`config.mk`:
```
export PLATFORM = sky130hd
export DESIGN_NAME = scrolling_bar_graph_line_generator
export DESIGN_NICKNAME = d
export VERILOG_FILES = /design/src/sv/sbglg_pkg.sv /design/src/sv/sbglg_front.sv /design/src/sv/sbglg_div.sv /design/src/sv/sbglg_back.sv /design/src/sv/scrolling_bar_graph_line_generator.sv
export SDC_FILE = /design/constraint.sdc
export NUM_CORES = 1
export LEC_CHECK = 0
export ABC_AREA = 1
export BUFFER_PORTS_ARGS = -buffer_cell sky130_fd_sc_hd__buf_4
export CAP_MARGIN = 25
export CORE_UTILIZATION = 52
export DETAILED_ROUTE_END_ITERATION = 6
export PLACE_DENSITY = 0.8
export SLEW_MARGIN = 20
export SYNTH_ARGS = -nofsm -noshare
export SYNTH_HDL_FRONTEND = slang
export SYNTH_SLANG_ARGS = --single-unit
```
`constraint.sdc`:
```
create_clock -name clk -period 3.5 [get_ports clk]
set_input_delay 0.7 -clock clk [delete_from_list [all_inputs] [get_ports clk]]
set_output_delay 0.7 -clock clk [all_outputs]
set_load 0.01 [all_outputs]
```
`src/sv/sbglg_pkg.sv`:
```
// Shared types and constants for the scrolling bar graph line generator.
// No dependencies; every other file of the block imports this package.
`default_nettype none

package sbglg_pkg;

	// Field widths fixed by the transaction formats
	localparam int SAMPLE_BITS = 16;
	localparam int COORD_BITS  = 10;
	localparam int DIV_BITS    = 16;
	// Dividend is the sample magnitude without its sign bit
	localparam int DVD_BITS    = SAMPLE_BITS - 1;
	localparam int STEP_BITS   = $clog2(DVD_BITS + 1);

	// Configuration port
	localparam int CFG_IDX_BITS  = 3;
	localparam int CFG_DATA_BITS = 16;

	localparam logic [CFG_IDX_BITS-1:0] REG_START_X      = 3'd0;
	localparam logic [CFG_IDX_BITS-1:0] REG_START_Y      = 3'd1;
	localparam logic [CFG_IDX_BITS-1:0] REG_GRAPH_HEIGHT = 3'd2;
	localparam logic [CFG_IDX_BITS-1:0] REG_DIVIDER      = 3'd3;
	localparam logic [CFG_IDX_BITS-1:0] REG_DOUBLE_WIDTH = 3'd4;
	localparam logic [CFG_IDX_BITS-1:0] REG_INCREMENTAL  = 3'd5;

	localparam logic [COORD_BITS-1:0] GRAPH_HEIGHT_RST = 10'd64;
	localparam logic [DIV_BITS-1:0]   DIVIDER_RST      = 16'd1;

	typedef struct packed {
		logic signed [SAMPLE_BITS-1:0] sample;
		logic                          frame_start;
		logic signed [SAMPLE_BITS-1:0] evicted_sample;
	} in_item_t;

	typedef struct packed {
		logic [COORD_BITS-1:0] line_x;
		logic [COORD_BITS:0]   line_y;
		logic [COORD_BITS-1:0] line_length;
		logic                  erase;
		logic                  last_of_item;
	} out_item_t;

	typedef struct packed {
		logic [COORD_BITS-1:0] start_x;
		logic [COORD_BITS-1:0] start_y;
		logic [COORD_BITS-1:0] graph_height;
		logic [DIV_BITS-1:0]   divider;
		logic                  double_width;
		logic                  incremental;
	} cfg_t;

	// Classified item as held in the queue between front and back
	typedef struct packed {
		logic [DVD_BITS-1:0] cur_dvd;
		logic                frame_start;
		logic                need_ref;
		logic [DVD_BITS-1:0] ref_dvd;
	} job_t;

	typedef struct packed {
		logic                go;
		logic [DVD_BITS-1:0] dividend;
		logic [DIV_BITS-1:0] divisor;
	} div_req_t;

	typedef struct packed {
		logic                done;
		logic [DVD_BITS-1:0] quotient;
	} div_rsp_t;

endpackage

`default_nettype wire

```
`src/sv/sbglg_front.sv`:
```
// Front end: accepts sample transactions, classifies them and queues them.
// Depends on sbglg_pkg.
`default_nettype none

module sbglg_front #(
	parameter int QUEUE_DEPTH = 2
) (
	input  wire                     clk,
	input  wire                     arst_n,
	input  wire                     in_valid,
	output logic                    in_stall,
	input  sbglg_pkg::in_item_t     in_item,
	input  wire                     incremental,
	output logic                    job_valid,
	input  wire                     job_pop,
	output sbglg_pkg::job_t         job
);
	import sbglg_pkg::*;

	localparam int PTR_BITS = (QUEUE_DEPTH > 1) ? $clog2(QUEUE_DEPTH) : 1;
	localparam int CNT_BITS = $clog2(QUEUE_DEPTH + 1);

	job_t                q_mem [QUEUE_DEPTH];
	logic [PTR_BITS-1:0] wr_ptr_q;
	logic [PTR_BITS-1:0] rd_ptr_q;
	logic [CNT_BITS-1:0] count_q;
	job_t                new_job;
	logic                push;
	logic                pop;

	// Negative samples give a zero bar: feed a zero dividend
	always_comb begin
		new_job.cur_dvd     = in_item.sample[SAMPLE_BITS-1] ? '0
			: in_item.sample[DVD_BITS-1:0];
		new_job.frame_start = in_item.frame_start;
		new_job.need_ref    = in_item.frame_start & incremental;
		new_job.ref_dvd     = in_item.evicted_sample[SAMPLE_BITS-1] ? '0
			: in_item.evicted_sample[DVD_BITS-1:0];
	end

	assign in_stall  = (count_q == CNT_BITS'(QUEUE_DEPTH));
	assign push      = in_valid & ~in_stall;
	assign job_valid = (count_q != '0);
	assign pop       = job_pop & job_valid;
	assign job       = q_mem[rd_ptr_q];

	// Queue pointers and fill count
	always_ff @(posedge clk or negedge arst_n) begin
		if (!arst_n) begin
			wr_ptr_q <= '0;
			rd_ptr_q <= '0;
			count_q  <= '0;
		end else begin
			if (push) begin
				wr_ptr_q <= (wr_ptr_q == PTR_BITS'(QUEUE_DEPTH - 1)) ? '0 : wr_ptr_q + 1'b1;
			end
			if (pop) begin
				rd_ptr_q <= (rd_ptr_q == PTR_BITS'(QUEUE_DEPTH - 1)) ? '0 : rd_ptr_q + 1'b1;
			end
			if (push && !pop) begin
				count_q <= count_q + 1'b1;
			end else if (pop && !push) begin
				count_q <= count_q - 1'b1;
			end
		end
	end

	// Queue storage
	always_ff @(posedge clk) begin
		if (push) begin
			q_mem[wr_ptr_q] <= new_job;
		end
	end

endmodule

`default_nettype wire

```
`src/sv/sbglg_div.sv`:
```
// Restoring serial divider, one quotient bit per cycle.
// Depends on sbglg_pkg.
`default_nettype none

module sbglg_div (
	input  wire                  clk,
	input  wire                  arst_n,
	input  sbglg_pkg::div_req_t  req,
	output sbglg_pkg::div_rsp_t  rsp
);
	import sbglg_pkg::*;

	logic [STEP_BITS-1:0] step_q;
	logic                 done_q;
	logic [DVD_BITS-1:0]  dvd_q;
	logic [DIV_BITS-1:0]  rem_q;
	logic [DIV_BITS:0]    trial;
	logic [DIV_BITS:0]    diff;
	logic                 qbit;

	// Shift in the next dividend bit and try the subtraction
	assign trial = {rem_q, dvd_q[DVD_BITS-1]};
	assign diff  = trial - {1'b0, req.divisor};
	assign qbit  = ~diff[DIV_BITS];

	assign rsp.done     = done_q;
	assign rsp.quotient = dvd_q;

	// Step counter and completion flag
	always_ff @(posedge clk or negedge arst_n) begin
		if (!arst_n) begin
			step_q <= '0;
			done_q <= 1'b0;
		end else begin
			done_q <= ~req.go & (step_q == STEP_BITS'(1));
			if (req.go) begin
				step_q <= STEP_BITS'(DVD_BITS);
			end else if (step_q != '0) begin
				step_q <= step_q - 1'b1;
			end
		end
	end

	// Dividend register collects quotient bits from the bottom
	always_ff @(posedge clk) begin
		if (req.go) begin
			dvd_q <= req.dividend;
			rem_q <= '0;
		end else if (step_q != '0) begin
			dvd_q <= {dvd_q[DVD_BITS-2:0], qbit};
			rem_q <= qbit ? diff[DIV_BITS-1:0] : trial[DIV_BITS-1:0];
		end
	end

endmodule

`default_nettype wire

```
`src/sv/sbglg_back.sv`:
```
// Back end: sequences bar height divisions and emits line commands.
// Depends on sbglg_pkg; drives an sbglg_div instance through req/rsp.
`default_nettype none

module sbglg_back (
	input  wire                  clk,
	input  wire                  arst_n,
	input  sbglg_pkg::cfg_t      cfg,
	input  wire                  job_valid,
	output logic                 job_pop,
	input  sbglg_pkg::job_t      job,
	output sbglg_pkg::div_req_t  div_req,
	input  sbglg_pkg::div_rsp_t  div_rsp,
	output logic                 out_valid,
	input  wire                  out_stall,
	output sbglg_pkg::out_item_t out_item
);
	import sbglg_pkg::*;

	typedef enum logic [1:0] {
		S_IDLE,
		S_CUR,
		S_REF,
		S_EMIT
	} state_t;

	state_t                state_q;
	job_t                  job_q;
	logic [COORD_BITS:0]   col_q;
	logic                  col_idx_q;
	logic [COORD_BITS-1:0] prev_q;
	logic [COORD_BITS-1:0] cur_q;
	logic [COORD_BITS-1:0] ref_q;
	logic                  out_valid_q;
	out_item_t             out_q;

	logic [COORD_BITS-1:0] height;
	logic [COORD_BITS:0]   base;
	logic                  has_line;
	logic                  advance;
	logic                  last_col;
	out_item_t             line;

	// Clamp quotient to the graph height
	assign height = (div_rsp.quotient > DVD_BITS'(cfg.graph_height)) ? cfg.graph_height
		: div_rsp.quotient[COORD_BITS-1:0];

	// Divider requests: current sample on dispatch, then the evicted sample when a reference is needed
	always_comb begin
		div_req.go       = 1'b0;
		div_req.dividend = job.cur_dvd;
		div_req.divisor  = (cfg.divider == '0) ? DIV_BITS'(1) : cfg.divider;
		if (state_q == S_IDLE) begin
			div_req.go = job_valid;
		end else if (state_q == S_CUR) begin
			div_req.go       = div_rsp.done & job_q.need_ref;
			div_req.dividend = job_q.ref_dvd;
		end
	end

	assign job_pop = (state_q == S_IDLE) & job_valid;

	// Line command for the current column
	always_comb begin
		base             = {1'b0, cfg.start_y} + {1'b0, cfg.graph_height};
		last_col         = col_idx_q | ~cfg.double_width;
		has_line         = ~cfg.incremental | (ref_q != cur_q);
		line.line_x      = col_q[COORD_BITS-1:0];
		line.last_of_item = last_col;
		if (!cfg.incremental) begin
			line.line_y      = base - {1'b0, cur_q};
			line.line_length = cur_q;
			line.erase       = 1'b0;
		end else if (ref_q > cur_q) begin
			line.line_y      = base - {1'b0, ref_q};
			line.line_length = ref_q - cur_q;
			line.erase       = 1'b1;
		end else begin
			line.line_y      = base - {1'b0, cur_q};
			line.line_length = cur_q - ref_q;
			line.erase       = 1'b0;
		end
	end

	assign advance = (state_q == S_EMIT) & (~has_line | ~out_valid_q | ~out_stall);

	// Sequencer, column state and output register
	always_ff @(posedge clk or negedge arst_n) begin
		if (!arst_n) begin
			state_q     <= S_IDLE;
			job_q       <= '0;
			col_q       <= '0;
			col_idx_q   <= 1'b0;
			prev_q      <= '0;
			cur_q       <= '0;
			ref_q       <= '0;
			out_valid_q <= 1'b0;
			out_q       <= '0;
		end else begin
			// output register holds its line until taken, refills on emit
			out_valid_q <= (out_valid_q & out_stall) | (advance & has_line);
			case (state_q)
				S_IDLE: begin
					if (job_valid) begin
						job_q   <= job;
						state_q <= S_CUR;
						if (job.frame_start) begin
							col_q <= {1'b0, cfg.start_x};
						end
					end
				end
				S_CUR: begin
					if (div_rsp.done) begin
						cur_q <= height;
						if (job_q.need_ref) begin
							state_q <= S_REF;
						end else begin
							ref_q   <= prev_q;
							state_q <= S_EMIT;
						end
					end
				end
				S_REF: begin
					if (div_rsp.done) begin
						ref_q   <= height;
						state_q <= S_EMIT;
					end
				end
				S_EMIT: begin
					if (advance) begin
						if (has_line) begin
							out_q <= line;
						end
						col_q <= col_q + 1'b1;
						if (last_col) begin
							col_idx_q <= 1'b0;
							prev_q    <= cur_q;
							state_q   <= S_IDLE;
						end else begin
							col_idx_q <= 1'b1;
						end
					end
				end
				default: begin
					state_q <= S_IDLE;
				end
			endcase
		end
	end

	assign out_valid = out_valid_q;
	assign out_item  = out_q;

endmodule

`default_nettype wire

```
`src/sv/scrolling_bar_graph_line_generator.sv`:
```
// Scrolling bar graph line generator, top level.
// A frame start in incremental mode also divides the evicted sample before the
// first line command of that sample is registered. The back end handles one sample
// at a time, using the serial divider that takes one quotient bit per cycle; the
// input queue keeps accepting samples meanwhile until it is full.
// Reset clears the queue, sequencer, column and previous height, and sets the configuration to its reset values.
`default_nettype none

module scrolling_bar_graph_line_generator #(
	parameter int QUEUE_DEPTH = 2
) (
	input  wire                                       clk,
	input  wire                                       arst_n,
	input  wire                                       in_valid,
	output logic                                      in_stall,
	input  sbglg_pkg::in_item_t                       in_item,
	output logic                                      out_valid,
	input  wire                                       out_stall,
	output sbglg_pkg::out_item_t                      out_item,
	input  wire                                       cfg_valid,
	output logic                                      cfg_ready,
	input  wire [sbglg_pkg::CFG_IDX_BITS-1:0]         cfg_index,
	input  wire [sbglg_pkg::CFG_DATA_BITS-1:0]        cfg_data
);
	import sbglg_pkg::*;

	cfg_t     cfg_q;
	logic     job_valid;
	logic     job_pop;
	job_t     job;
	div_req_t div_req;
	div_rsp_t div_rsp;

	assign cfg_ready = 1'b1;

	// Configuration registers
	always_ff @(posedge clk or negedge arst_n) begin
		if (!arst_n) begin
			cfg_q.start_x      <= '0;
			cfg_q.start_y      <= '0;
			cfg_q.graph_height <= GRAPH_HEIGHT_RST;
			cfg_q.divider      <= DIVIDER_RST;
			cfg_q.double_width <= 1'b0;
			cfg_q.incremental  <= 1'b0;
		end else if (cfg_valid && cfg_ready) begin
			case (cfg_index)
				REG_START_X:      cfg_q.start_x      <= cfg_data[COORD_BITS-1:0];
				REG_START_Y:      cfg_q.start_y      <= cfg_data[COORD_BITS-1:0];
				REG_GRAPH_HEIGHT: cfg_q.graph_height <= cfg_data[COORD_BITS-1:0];
				REG_DIVIDER:      cfg_q.divider      <= cfg_data[DIV_BITS-1:0];
				REG_DOUBLE_WIDTH: cfg_q.double_width <= cfg_data[0];
				REG_INCREMENTAL:  cfg_q.incremental  <= cfg_data[0];
				default: begin
				end
			endcase
		end
	end

	sbglg_front #(
		.QUEUE_DEPTH(QUEUE_DEPTH)
	) u_front (
		.clk        (clk),
		.arst_n     (arst_n),
		.in_valid   (in_valid),
		.in_stall   (in_stall),
		.in_item    (in_item),
		.incremental(cfg_q.incremental),
		.job_valid  (job_valid),
		.job_pop    (job_pop),
		.job        (job)
	);

	sbglg_div u_div (
		.clk   (clk),
		.arst_n(arst_n),
		.req   (div_req),
		.rsp   (div_rsp)
	);

	sbglg_back u_back (
		.clk      (clk),
		.arst_n   (arst_n),
		.cfg      (cfg_q),
		.job_valid(job_valid),
		.job_pop  (job_pop),
		.job      (job),
		.div_req  (div_req),
		.div_rsp  (div_rsp),
		.out_valid(out_valid),
		.out_stall(out_stall),
		.out_item (out_item)
	);

	// Incremental lines always cover a nonzero height difference
	a_incr_len: assert property (@(posedge clk) disable iff (!arst_n)
		(out_valid && cfg_q.incremental) |-> (out_item.line_length != '0))
		else $error("zero-length line in incremental mode");

	// Erase lines only come from incremental mode
	a_erase_mode: assert property (@(posedge clk) disable iff (!arst_n)
		(out_valid && out_item.erase) |-> cfg_q.incremental)
		else $error("erase line in full mode");

	// Full mode bars reach exactly down to the baseline
	a_full_base: assert property (@(posedge clk) disable iff (!arst_n)
		(out_valid && !cfg_q.incremental) |->
		((12'(out_item.line_y) + 12'(out_item.line_length)) ==
		 (12'(cfg_q.start_y) + 12'(cfg_q.graph_height))))
		else $error("full mode bar does not end at baseline");

endmodule

`default_nettype wire
```
# Yosys cells after proc, flatten, opt, wreduce, memory -nomap -nowiden

Memory sizes are Yosys's and may differ from the RTL's.
Cells that the tools add are included.

Bits in registers: 182
RAM bits: 64
Output and inout bits: 36
Memories kept: 1

Add/sub/neg operators: 12
$lt $le $gt $ge: 2
Equality and inequality tests: 18
Multiplexer cells: 36
Bitwise gates (word level): 22
Reductions and logical operators: 27

Memories:

| memory        | depth | bits a word | rd ports | clocked after Yosys merged registers in | write ports | RTL line          | text |
|---|---|---|---|---|---|---|---|
| u_front.q_mem | 2     | 32          | 1        | 0                                       | 1           | sbglg_front.sv:23 | `job_t q_mem [QUEUE_DEPTH];` |

Operator list:

| kind                    | count |
|---|---|
| $mux W15                | 5 |
| $mux W16                | 3 |
| $mux W22                | 2 |
| $mux W10                | 4 |
| $mux W11                | 3 |
| $pmux W11 S2            | 1 |
| $sub A11 B10 Y11        | 2 |
| $pmux W10 S2            | 1 |
| $sub A10 B10 Y10        | 2 |
| $reduce_and A2 Y1       | 9 |
| $sub A17 B16 Y17        | 1 |
| $logic_not A16 Y1       | 1 |
| $gt A15 B10 Y1          | 1 |
| $mux W2                 | 7 |
| $add A10 B10 Y11        | 1 |
| $add A11 B1 Y11 const B | 1 |
| $gt A10 B10 Y1          | 1 |
| $ne A10 B10 Y1          | 1 |
| $reduce_bool A2 Y1      | 5 |
| $and A1 B1 Y1           | 9 |
| $mux W4                 | 2 |
| $ne A2 B1 Y1 const B    | 4 |
| $not A1 Y1              | 8 |
| $pmux W2 S4             | 1 |
| 21 further kinds        | 42 |

# Longest topological paths before layout

Gate-level depths: netlist of the first run.

Depth in word-level cells: 8
Mapped depth: 22
Mapped depth without buffers: 22

# By module

From an unflattened synthesis of the first run, not the netlist that was laid out.

Cell total of the unflattened synthesis: 1996
Area total of the unflattened synthesis: 15322.2 um^2

Modules (own cells, without submodules):

| module                             | instances | cells an instance | area each (um^2) | seq. area each (um^2) |
|---|---|---|---|---|
| sbglg_back                         | 1         | 1071              | 7419.6           | 2327.2 |
| sbglg_front                        | 1         | 263               | 3169.3           | 2021.9 |
| sbglg_div                          | 1         | 440               | 2773.9           | 895.9 |
| scrolling_bar_graph_line_generator | 1         | 222               | 1959.4           | 1203.7 |

# Worst setup path before layout of the first run

Ideal clock, no wire load.

Path type: in2reg
Start: input port in_valid
End: memory u_front.q_mem[1][0] (netlist bit) (enable)
Arrival time: 2.219 ns
Path slack: 0.859 ns
Cell stages on the path: 2
Cell sequence: o21ai_0 nor2_1

Longest elaborated chain between the ends: 3

Ends and longest elaborated chain:

| what                          | RTL line                                 | text |
|---|---|---|
| from (decl)                   | scrolling_bar_graph_line_generator.sv:14 | `input wire in_valid,` |
| $and A1 B1 Y1                 | sbglg_front.sv:42                        | `assign push = in_valid & ~in_stall;` |
| $mux W1                       | sbglg_front.sv:70                        | `if (push) begin` |
| $mux W1 (implied by the code) | sbglg_front.sv:71                        | `q_mem[wr_ptr_q] <= new_job;` |
| to (decl)                     | sbglg_front.sv:23                        |  |

Every way passes these cells.

# Final worst setup path of the first run

Start: register cfg_q[15] (netlist bit)
End: register u_div.rem_q[2]

Longest elaborated chain between the ends: 4

Ends and longest elaborated chain:

| what                 | RTL line                                 | text |
|---|---|---|
| from (decl)          | scrolling_bar_graph_line_generator.sv:27 | `cfg_t cfg_q;` |
| $logic_not A16 Y1    | sbglg_back.sv:52                         | `div_req.divisor = (cfg.divider == '0) ? DIV_BITS'(1) : cfg.divider;` |
| $mux W16 (*)         | sbglg_back.sv:52                         |  |
| $sub A17 B16 Y17 (*) | sbglg_div.sv:23                          | `assign diff = trial - {1'b0, req.divisor};` |
| $mux W16 (*)         | sbglg_div.sv:51                          | `rem_q <= qbit ? diff[DIV_BITS-1:0] : trial[DIV_BITS-1:0];` |
| to (signal assigned) | sbglg_div.sv:51                          |  |
| to (decl)            | sbglg_div.sv:16                          | `logic [DIV_BITS-1:0] rem_q;` |

Mark *: on every way between the ends. The rest lies on a longest branch, timed or not.
A chain may end at the register's enable or synchronous reset.

==> key figures, run 1 <==
Run status
  – Status: completed

Floorplan
  – FP Rows: 60
  – Top Ports: 93
  – Initial Util: 53.5%
  – Full die area: 0.0287 mm²
  – Die X: 169 µm
  – Area of the core: 0.0273 mm²
  – DIE HEIGHT: 169 µm

Synthesis
  – Syn_nets: 2,039
  – Top cell type's share of synthesized area: 25.4%
  – Syn avg cell area: 7.71 µm²
  – Synthesis warning total: 0
  – Leading post-synthesis cells by cell area: dfrtp_1 (25%), edfxtp_1 (16%), nand2_1 (14%)
  – Synth cell count leaders: nand2_1 (541), inv_1 (252), nor2_1 (178), dfrtp_1 (148), nand3_1 (135)
  – EDFF count, synth: 79
  – Post-Syn Area: 0.0146 mm²
  – Synth Register Bits: 245
  – Most frequent cell after synthesis: nand2_1
  – Largest area contributor in the netlist: dfrtp_1
  – Syn Inst Count: 1,892
  – Sequential-to-total area share from yosys stat: 44.2%
  – Main flop type after synthesis: dfrtp_1
  – Netlist cell types: 48
  – Post-synth ARST share: 61.2%

Finish
  – Filler instances: 2,429
  – Area Overhead vs Synth: 13.2%
  – Layout cells sized above 1: 9.55%
  – Nets: 2,116
  – Finished Cell Area: 0.0165 mm²
  – # diodes: 0

STA
  – Fmax: 0.306 GHz
  – Unrepaired setup endpoints after global routing: no
  – Setup ws final: 0.231 ns
  – Final Setup Violations: 0
  – Post-layout min period: 3.27 ns
  – Final Hold Vio Count: 0
  – Max transition margin: 51.4%
  – Setup TNS: 0 ns
  – Clock Skews: 0.00855 ns
  – Tcrit/Tclk final: 93.4%
  – Worst slew pin tran: 0.729 ns
  – Max Slew Vio Count: 0

Clocking
  – # resized after CTS: 0
  – Clock latency on the worst-skew pair: 0.55 ns
  – Inserted Clock Buffers: 27
  – Postcts setup bufs: 0
  – CTS Root Cell: clkbuf_16
  – Post-CTS Hold Fix Bufs: 0
  – CTS tree: yes
  – H-tree depth: 1
  – Clock Path Buffers: 3
  – CTS sink cnt: 245
  – CTS clk-pin slew, worst paths: 0.06 ns

Global route
  – Gr usage total: 25.3%
  – Grt total ovfl: 0
  – First-pass GRT wire length: 58,200 µm
  – Largest net degree at the start of global routing: 64
  – Vias in the first global route: 11,600
  – Initial antenna violation count: 0

Power
  – P_leak: 0.00837 µW
  – Max VDD drop: 0.000456 V
  – Pwr per Cell Area: 531 mW/mm²
  – Final Power: 8770 µW

Worst setup path
  – Max incr delay on CP: 0.47 ns
  – CP Max Fanout: 11
  – Critical path origin: cfg_q[15]$_DFFE_PN0P_
  – Worst R2R Path Depth: 16
  – Worst path top cell family by delay: simple AND/OR/NAND/NOR gates
  – Number of stages on the worst setup path: 16
  – Setup crit end: u_div.rem_q[2]$_SDFFE_PP0P_
  – R2R Path Start: cfg_q[15]$_DFFE_PN0P_
  – Arrival @ worst endpoint: 3.76 ns
  – FF-to-FF End: u_div.rem_q[2]$_SDFFE_PP0P_
  – Critical path required time: 3.99 ns
  – R2R Setup Slk: 0.23 ns
  – Slowest cell on crit path: nor4_1
  – Setup Crit Path Kind: flip-flop to flip-flop
  – CP startpoint kind: flip-flop
  – Endpoint class of the critical path: flip-flop
  – Buf+Inv Stages, Crit Path: 2
  – Cells along the critical path: nor4_1 -> a41o_1 -> ha_1 -> inv_1 -> fa_1 -> nand3_1 -> nand3_1 -> nand2_1 -> nand2_1 -> nand2_2 -> nand3_1 -> nand2_2 -> nand2_1 -> nand3_1 -> nand2_1 -> inv_1

Job
  – MaxCap Viol Count: 0

Drt
  – Detailed Route WL: 35,800 µm
  – Vias per cell: 5.23
  – Drt wl/cell: 15.2 µm
  – ANT nets after route: 0
  – Vias: 12,400
  – DRC viols: 0
  – Pre-Repair DR Iteration Count: 7
  – Drt initial violations: 994

Worst hold path
  – Hold WC Path Type: input port to asynchronous set/reset pin

Placed design
  – Port Buffers: 91
  – Routability cong.: 0.994
  – Placed cell areas: 0.0156 mm²
  – Dpl ws: 0.286 ns
  – Final HPWL DP: 26,800 µm
==> kinds of logic after synthesis <==
logic type / share of synthesized area, %
fa+ha+maj: 8.03
flops: 44.2
simple gates: 26.4
compound gates: 10.3
other cells: 0.0257
buf+inv: 8.75
xor+xnor: 2.28
==> layout make-up <==
type                       count  area [µm²]  area share [%]
timing repair buffer         108         827            5.01
clock buffer                  39         761            4.61
tap                          372         465            2.82
clock inverter                11         164           0.993
sequential                   245        6450            39.1
inverter                     258         968            5.87
multi-input combinational   1329        6870            41.6
==> cells in the final DEF (no fill, tap or decap), types with 8 or more instances in the layout <==
cell       netlist  final
nand2_1        541    541
inv_1          252    252
nor2_1         178    176
dfrtp_1        148    148
nand3_1        135    135
o21ai_0        115    114
buf_4            7    106
a21oi_1         85     85
ha_1            84     84
edfxtp_1        79     79
xor2_1          29     29
clkbuf_16        0     27
o21ai_1         20     21
a31oi_1         19     18
nand4_1         16     16
dfxtp_1         16     16
o211ai_1        10     10
xnor2_1          9      9
nor3_1           8      8
nand2_2          8      8
clkbuf_1        31      8
==> worst min-delay path by stage <==
| stage | from | to | slack [ns] |
|---|---|---|---|
| 6_report | arst_n | u_back.out_item[10]$_DFFE_PN0P_ | 0.12 |
| 5_1_grt | arst_n | u_back.cur_q[8]$_DFFE_PN0P_ | 0.16 |
| 4_1_cts | arst_n | u_back.out_item[11]$_DFFE_PN0P_ | 0.14 |
| 3_5_place_dp | cfg_q[47]$_DFFE_PN0P_ | cfg_q[47]$_DFFE_PN0P_ | 0.48 |
| 3_3_place_gp | u_back.out_item[16]$_DFFE_PN0P_ | u_back.out_item[16]$_DFFE_PN0P_ | 0.47 |
| 2_1_floorplan | arst_n | cfg_q[0]$_DFFE_PN0P_ | 0.40 |
==> report_power, final <==
part / switching [µW] / internal (µW)
logic: 1540 / 856
clock network: 1180 / 1750
registers: 156 / 3290
==> metal layers <==
| metal | global-route usage [%] | share of wire [%] | vias to the layer above |
|---|---|---|---|
| li1 | - | - | 6248 |
| met1 | 34.0 | 44 | 5689 |
| met2 | 42.7 | 48 | 356 |
| met3 | 3.17 | 5.5 | 60 |
| met4 | 7.79 | 2.8 | 0 |
| met5 | 0 | 0 | - |
==> metrics by stage <==
stage                     hold slack, ns  std cells  utilization [%]
after detailed placement           0.477       2312             57.2
after global placement             0.466       2312             57.2
final                              0.125       2362             60.6
after global routing               0.163       2362             60.6
after CTS                          0.138       2362             60.6
after floorplan                    0.404       1892                -
==> flip-flops by register name, summed over array words and instances, names as in the netlist <==
name / count
u_back.cur_q: 10
u_back.out_valid: 1
u_front.wr_ptr_q: 1
u_div.rem_q: 16
u_back.out_item: 33
u_div.done_q: 1
u_div.dvd_q: 15
u_front.rd_ptr_q: 1
u_front.count_q: 2
u_back.job_q: 16
u_back.col_idx_q: 1
u_front.q_mem: 64
u_back.state_q: 2
u_back.prev_q: 10
cfg_q: 48
u_back.col_q: 10
u_back.ref_q: 10
u_div.step_q: 4
Power figures use the tool's default switching activity.
==> run 2: changes to the inputs <==
==> constraint.sdc (replaced) <==
create_clock -name clk -period 3.2 [get_ports clk]
set_input_delay 0.64 -clock clk [delete_from_list [all_inputs] [get_ports clk]]
set_output_delay 0.64 -clock clk [all_outputs]
set_load 0.05 [all_outputs]
==> run 2 against run 1 <==
The flow now finishes with violations (design-rule violations). Wire length up 0.49%. Global-route usage about the same. Largest cell class unchanged. Count of clock-buffer cells in the layout down 2. Die area unchanged. Largest power group unchanged.
==> key figures, run 2 (synthesis gave the netlist of run 1 again) <==
STA
  – Tcrit/Tclk final: 95.6% (+2.2 points)
  – Worst slew pin tran: 0.712 ns (-0.0171 ns)
  – Final Hold Vio Count: 0 (unchanged)
  – Setup TNS: 0 ns (unchanged)
  – Unrepaired setup endpoints after global routing: no
  – Final Setup Violations: 0 (unchanged)
  – Max Slew Vio Count: 0 (unchanged)
  – Clock Skews: 0.0164 ns (+0.00787 ns)
  – Post-layout min period: 3.06 ns (-0.208 ns)
  – Max transition margin: 52.4% (+1.0 points)
  – Fmax: 0.327 GHz (+6.8%)

Drt
  – M1 WL: 15,900 µm (+1.2%)
  – Drt initial violations: 1,287 (+29%)
  – WL met3: 2160 µm (+10%)
  – Pre-Repair DR Iteration Count: 7 (unchanged)
  – Top Layer Used: met4
  – ANT nets after route: 0 (unchanged)
  – Drt wl/cell: 15.2 µm (+0.20%)
  – DRC viols: 8 (+8)
  – Detailed Route WL: 36,000 µm (+0.49%)
  – Vias: 12,600 (+1.7%)
  – Vias per cell: 5.30 (+1.4%)
  – WL met2: 16,800 µm (-2.0%)

Power
  – P_leak: 0.00844 µW (+0.80%)
  – Final Power: 9700 µW (+11%)
  – Pwr per Cell Area: 584 mW/mm² (+9.8%)
  – Max VDD drop: 0.000507 V (+11%)

Finish
  – Max FFs per register: 64 (unchanged)
  – # diodes: 0 (unchanged)
  – Post-layout util: 61.0% (+0.43 points)
  – Top reg by flops: u_front.q_mem
  – Finished Cell Area: 0.0166 mm² (+0.71%)
  – Layout cells sized above 1: 10.6% (+1.0 points)
  – Most common cell after layout, fill and taps aside: nand2_1
  – Commonest cells after routing, fill and taps aside: nand2_1 (541), inv_1 (252), nor2_1 (176)
  – Nets: 2,126 (+0.47%)
  – Area Overhead vs Synth: 14.0%

Worst setup path
  – Arrival @ worst endpoint: 3.50 ns (-0.26 ns)
  – Setup Crit Path Kind: flip-flop to flip-flop
  – Critical path required time: 3.64 ns (-0.35 ns)
  – CP startpoint kind: flip-flop
  – Endpoint class of the critical path: flip-flop
  – CP Max Fanout: 5 (-6)

Clocking
  – CTS clk-pin slew, worst paths: 0.06 ns (about the same)
  – Postcts setup bufs: 0 (unchanged)
  – CTS tree: yes
  – CTS sink cnt: 245 (unchanged)
  – Inserted Clock Buffers: 27 (unchanged)
  – Clock Path Buffers: 3 (unchanged)
  – Post-CTS Hold Fix Bufs: 0 (unchanged)
  – H-tree depth: 1 (unchanged)
  – Clock latency on the worst-skew pair: 0.55 ns (about the same)
  – # resized after CTS: 0 (unchanged)
  – CTS Root Cell: clkbuf_16

Run status
  – Failing checks: design-rule violations
  – Status: complete, but fails checks

Floorplan
  – Area of the core: 0.0273 mm² (unchanged)
  – Die X: 169 µm (unchanged)
  – FP Rows: 60 (unchanged)
  – Initial Util: 53.5% (unchanged)
  – Top Ports: 93 (unchanged)
  – DIE HEIGHT: 169 µm (unchanged)
  – Full die area: 0.0287 mm² (unchanged)

Global route
  – Vias in the first global route: 11,600 (+0.20%)
  – Gr usage total: 25.3% (about the same)
  – Largest net degree at the start of global routing: 59 (-7.8%)
  – First-pass GRT wire length: 58,400 µm (+0.27%)
  – Initial antenna violation count: 0 (unchanged)
  – Grt total ovfl: 0 (unchanged)

Placed design
  – Routability cong.: 0.989 (-0.42%)
  – Placed cell areas: 0.0157 mm² (+0.48%)
  – Port Buffers: 91 (unchanged)
  – Final HPWL DP: 27,100 µm (+1.2%)

Job
  – MaxCap Viol Count: 0 (unchanged)

Worst hold path
  – Hold WC Path Type: input port to asynchronous set/reset pin
run 2: power by group:
part | switching [µW] | internal, µW | total, µW
Sequential | 163 | 3600 | 3760
Combinational | 1740 | 963 | 2700
Clock | 1290 | 1940 | 3230
run 2: area by class of cell:
type,instances,area [µm²]
fillers,2417,10600
multi-input cells,1329,6890
flip-flops and latches,245,6450
inverters,258,968
repair buffers,118,902
clock buffers,37,815
well taps,372,465
clock inverters,10,128
run 2: final timing paths:
| kind | endpoint | from | depth (start not counted) | slack, ns |
|---|---|---|---|---|
| max in group asynchronous | cfg_q[24]$_DFFE_PN1P_ | arst_n | 2 | 2.30 |
| setup reg to reg | u_back.out_item[21]$_DFFE_PN0P_ | cfg_q[21]$_DFFE_PN0P_ | 16 | 0.14 |
| hold reg to reg | u_back.out_item[16]$_DFFE_PN0P_ | u_back.out_item[16]$_DFFE_PN0P_ | 2 | 0.48 |
| setup / recovery | u_back.out_item[21]$_DFFE_PN0P_ | cfg_q[21]$_DFFE_PN0P_ | 16 | 0.14 |
| min in group clk | u_front.q_mem[1][16]$_DFFE_PP_ | in_item[16] | 1 | 0.30 |
| hold / removal | u_back.out_item[10]$_DFFE_PN0P_ | arst_n | 1 | 0.07 |
run 2: per-stage QoR:
stage               cells  setup slack [ns]  hold slack [ns]
floorplan            1892             0.567            0.344
global placement     2322             0.279            0.467
detailed placement   2322             0.128            0.467
CTS                  2369             0.129           0.0850
global route         2369            0.0192            0.116
finish               2369             0.139           0.0676
run 2: per-layer routing:
| metal | GRT usage (%) | vias to the layer above |
|---|---|---|
| met5 | 0 | - |
| met3 | 3.85 | 61 |
| met2 | 41.8 | 410 |
| met1 | 34.1 | 5839 |
| met4 | 8.58 | 0 |
| li1 | - | 6248 |
run 2: critical path, stage by stage, from the launching register on:
cell and delay [ns]:
dfrtp_1 0.42, ha_1 0.39, a21oi_1 0.24, o21ai_0 0.15
a21oi_1 0.23, nor2_1 0.07, nor2_1 0.11, xnor2_1 0.20
ha_1 0.34, nand2_1 0.11, inv_1 0.04, a21oi_1 0.20
nand4_1 0.13, nand3_1 0.14, nand2_1 0.07, nand2_1 0.05
nand2_1 0.04
==> run 3: changes to the inputs <==
--- a/config.mk
+++ b/config.mk
@@ -8,6 +8,7 @@
 export ABC_AREA = 1
 export BUFFER_PORTS_ARGS = -buffer_cell sky130_fd_sc_hd__buf_4
 export CAP_MARGIN = 25
+export CORE_ASPECT_RATIO = 1.2
 export CORE_UTILIZATION = 52
 export DETAILED_ROUTE_END_ITERATION = 6
 export PLACE_DENSITY = 0.8
==> run 3 against run 2 <==
The flow now finishes without violations. First-iteration DRC count down 35%. Combinational power is 1% lower. Clock power decreased by 9.3%. Global-route usage up 0.73 points. Register-to-register slack gained 0.08 ns. Total power is 3.6% lower. Via count is 0.21% higher. Worst hold slack improved by 0.00053 ns. Highest routed layer unchanged.
==> key figures, run 3 (synthesis gave the netlist of run 1 again) <==
Global route
  – Grt total ovfl: 0 (unchanged)
  – Initial antenna violation count: 0 (unchanged)
  – Gr usage total: 26.1% (+0.73 points)
  – Vias in the first global route: 12,200 (+5.1%)
  – First-pass GRT wire length: 59,500 µm (+1.9%)
  – Largest net degree at the start of global routing: 57 (-3.4%)

Finish
  – Commonest cells after routing, fill and taps aside: nand2_1 (541), inv_1 (252), nor2_1 (176)
  – Area Overhead vs Synth: 13.4%
  – Max FFs per register: 64 (unchanged)
  – Most common cell after layout, fill and taps aside: nand2_1
  – Layout cells sized above 1: 10.2% (-0.40 points)
  – Nets: 2,125 (-0.047%)
  – Non-filler cells in the finished layout: 2,371 (+0.084%)
  – Finished Cell Area: 0.0165 mm² (-0.52%)
  – Top reg by flops: u_front.q_mem
  – Multi-input gate area: 0.00690 mm² (+0.13%)
  – # diodes: 0 (unchanged)
  – Reg area: 0.00645 mm² (unchanged)
  – Filler instances: 2,377 (-1.7%)

Drt
  – Drt initial violations: 841 (-35%)
  – Drt wl/cell: 15.4 µm (+1.5%)
  – Vias: 12,600 (+0.21%)
  – Detailed Route WL: 36,600 µm (+1.6%)
  – M1 WL: 14,900 µm (-6.6%)
  – Pre-Repair DR Iteration Count: 7 (unchanged)
  – WL met2: 18,300 µm (+9.1%)
  – Top Layer Used: met4
  – Vias per cell: 5.31 (+0.12%)
  – DRC viols: 0 (-8)
  – WL met3: 1500 µm (-31%)
  – ANT nets after route: 0 (unchanged)

Floorplan
  – Top Ports: 93 (unchanged)
  – FP Rows: 66 (+10%)
  – Area of the core: 0.0273 mm² (+0.30%)
  – Die X: 155 µm (-8.6%)
  – DIE HEIGHT: 185 µm (+9.4%)
  – Initial Util: 53.3% (-0.16 points)
  – Full die area: 0.0287 mm² (about the same)

Clocking
  – Inserted Clock Buffers: 26 (-3.7%)
  – Clock Path Buffers: 3 (unchanged)
  – CTS tree: yes
  – H-tree depth: 1 (unchanged)
  – CTS clk-pin slew, worst paths: 0.06 ns (about the same)
  – CTS sink cnt: 245 (unchanged)
  – Clock latency on the worst-skew pair: 0.53 ns (-0.02 ns)
  – CTS Root Cell: clkbuf_16

Worst setup path
  – CP Max Fanout: 5 (unchanged)
  – Critical path required time: 3.67 ns (+0.03 ns)
  – CP startpoint kind: flip-flop
  – Endpoint class of the critical path: flip-flop
  – Setup Crit Path Kind: flip-flop to flip-flop
  – Arrival @ worst endpoint: 3.46 ns (-0.04 ns)

STA
  – Final Hold Vio Count: 0 (unchanged)
  – Fmax: 0.335 GHz (+2.6%)
  – Worst slew pin tran: 0.707 ns (-0.00470 ns)
  – Post-layout min period: 2.98 ns (-0.0786 ns)
  – Clock Skews: 0.0120 ns (-0.00445 ns)
  – Final Setup Violations: 0 (unchanged)
  – Worst hold margin: 0.0682 ns (+0.000526 ns)
  – Setup TNS: 0 ns (unchanged)
  – Max Slew Vio Count: 0 (unchanged)
  – Max transition margin: 52.8% (+0.31 points)
  – Tcrit/Tclk final: 93.2% (-2.5 points)
  – Unrepaired setup endpoints after global routing: no

Job
  – MaxCap Viol Count: 0 (unchanged)

Power
  – Pwr per Cell Area: 565 mW/mm² (-3.1%)
  – Max VDD drop: 0.000421 V (-17%)
  – P_leak: 0.00839 µW (-0.56%)

Placed design
  – Placed cell areas: 0.0157 mm² (about the same)
  – Final HPWL DP: 27,900 µm (+3.1%)
  – Port Buffers: 91 (unchanged)
  – Routability cong.: 0.995 (+0.60%)
  – Placed cell count: 2,324 (+0.086%)

Run status
  – Status: completed

Worst hold path
  – Hold WC Path Type: input port to asynchronous set/reset pin
## run 3: changes by cell type in the layout (fill, tap and decap cells not counted), sizes merged
cell / delta
inv: -2
clkinv: +3
bufinv: -1
clkbuf: +1
clkinvlp: -1
## run 3: final cells by class
cell class                 instances  share of cell area (%)
clock buffer                      38                    4.58
clock inverter                     9                   0.454
inverter                         258                    5.86
multi-input combinational       1329                    41.7
sequential                       245                    39.0
tap                              374                    2.83
timing repair buffer             118                    5.53
## run 3: worst paths after layout
path	cells after the start	slack, ns	startpoint	endpoint
setup / recovery	15	0.22	cfg_q[18]$_DFFE_PN0P_	u_back.out_item[21]$_DFFE_PN0P_
hold / removal	1	0.07	arst_n	u_back.out_item[9]$_DFFE_PN0P_
setup reg to reg	15	0.22	cfg_q[18]$_DFFE_PN0P_	u_back.out_item[21]$_DFFE_PN0P_
hold reg to reg	2	0.48	u_back.out_item[1]$_DFFE_PN0P_	u_back.out_item[1]$_DFFE_PN0P_
max in group asynchronous	2	2.42	arst_n	cfg_q[2]$_DFFE_PN1P_
min in group clk	1	0.32	in_item[16]	u_front.q_mem[0][16]$_DFFE_PP_
## run 3: per-layer routing
layer	vias to the layer above	GRT usage, %
met5	-	0
met4	0	14.1
met3	103	2.74
met2	377	46.9
met1	5843	30.6
li1	6261	-
## run 3: worst max-delay path: stages (launching register included)
cell and delay [ns]:
dfrtp_1 0.42, ha_1 0.29, fa_1 0.49, inv_1 0.09
o31ai_1 0.07, xor2_1 0.29, ha_1 0.35, a21oi_1 0.24
o21ai_0 0.16, nand2_1 0.10, nand3_1 0.07, nand2_1 0.06
nand3_1 0.10, nand2_1 0.09, nand2_1 0.05, nand2_1 0.06
## run 3: power breakdown
part / total [µW] / switching, µW / internal (µW) / leakage [µW]
clock: 2930 / 1210 / 1720 / 0.000409
combinational: 2660 / 1700 / 961 / 0.00518
sequential: 3760 / 161 / 3600 / 0.00281
## run 3: repair_timing
item                       CTS  global route
gates resized for setup      0             6
setup buffers                0             0
setup endpoints to repair    0            16
hold buffers                 0             0
## run 3: through the flow
step / worst slack, ns / total power (µW) / util [%]
final: 0.218 / 9350 / 60.5
after global routing: 0.0196 / 9890 / 60.5
after CTS: 0.174 / 9360 / 60.4
after detailed placement: 0.181 / 6420 / 57.3
after global placement: 0.247 / 6390 / 57.3
after floorplan: 0.567 / 5670 / -
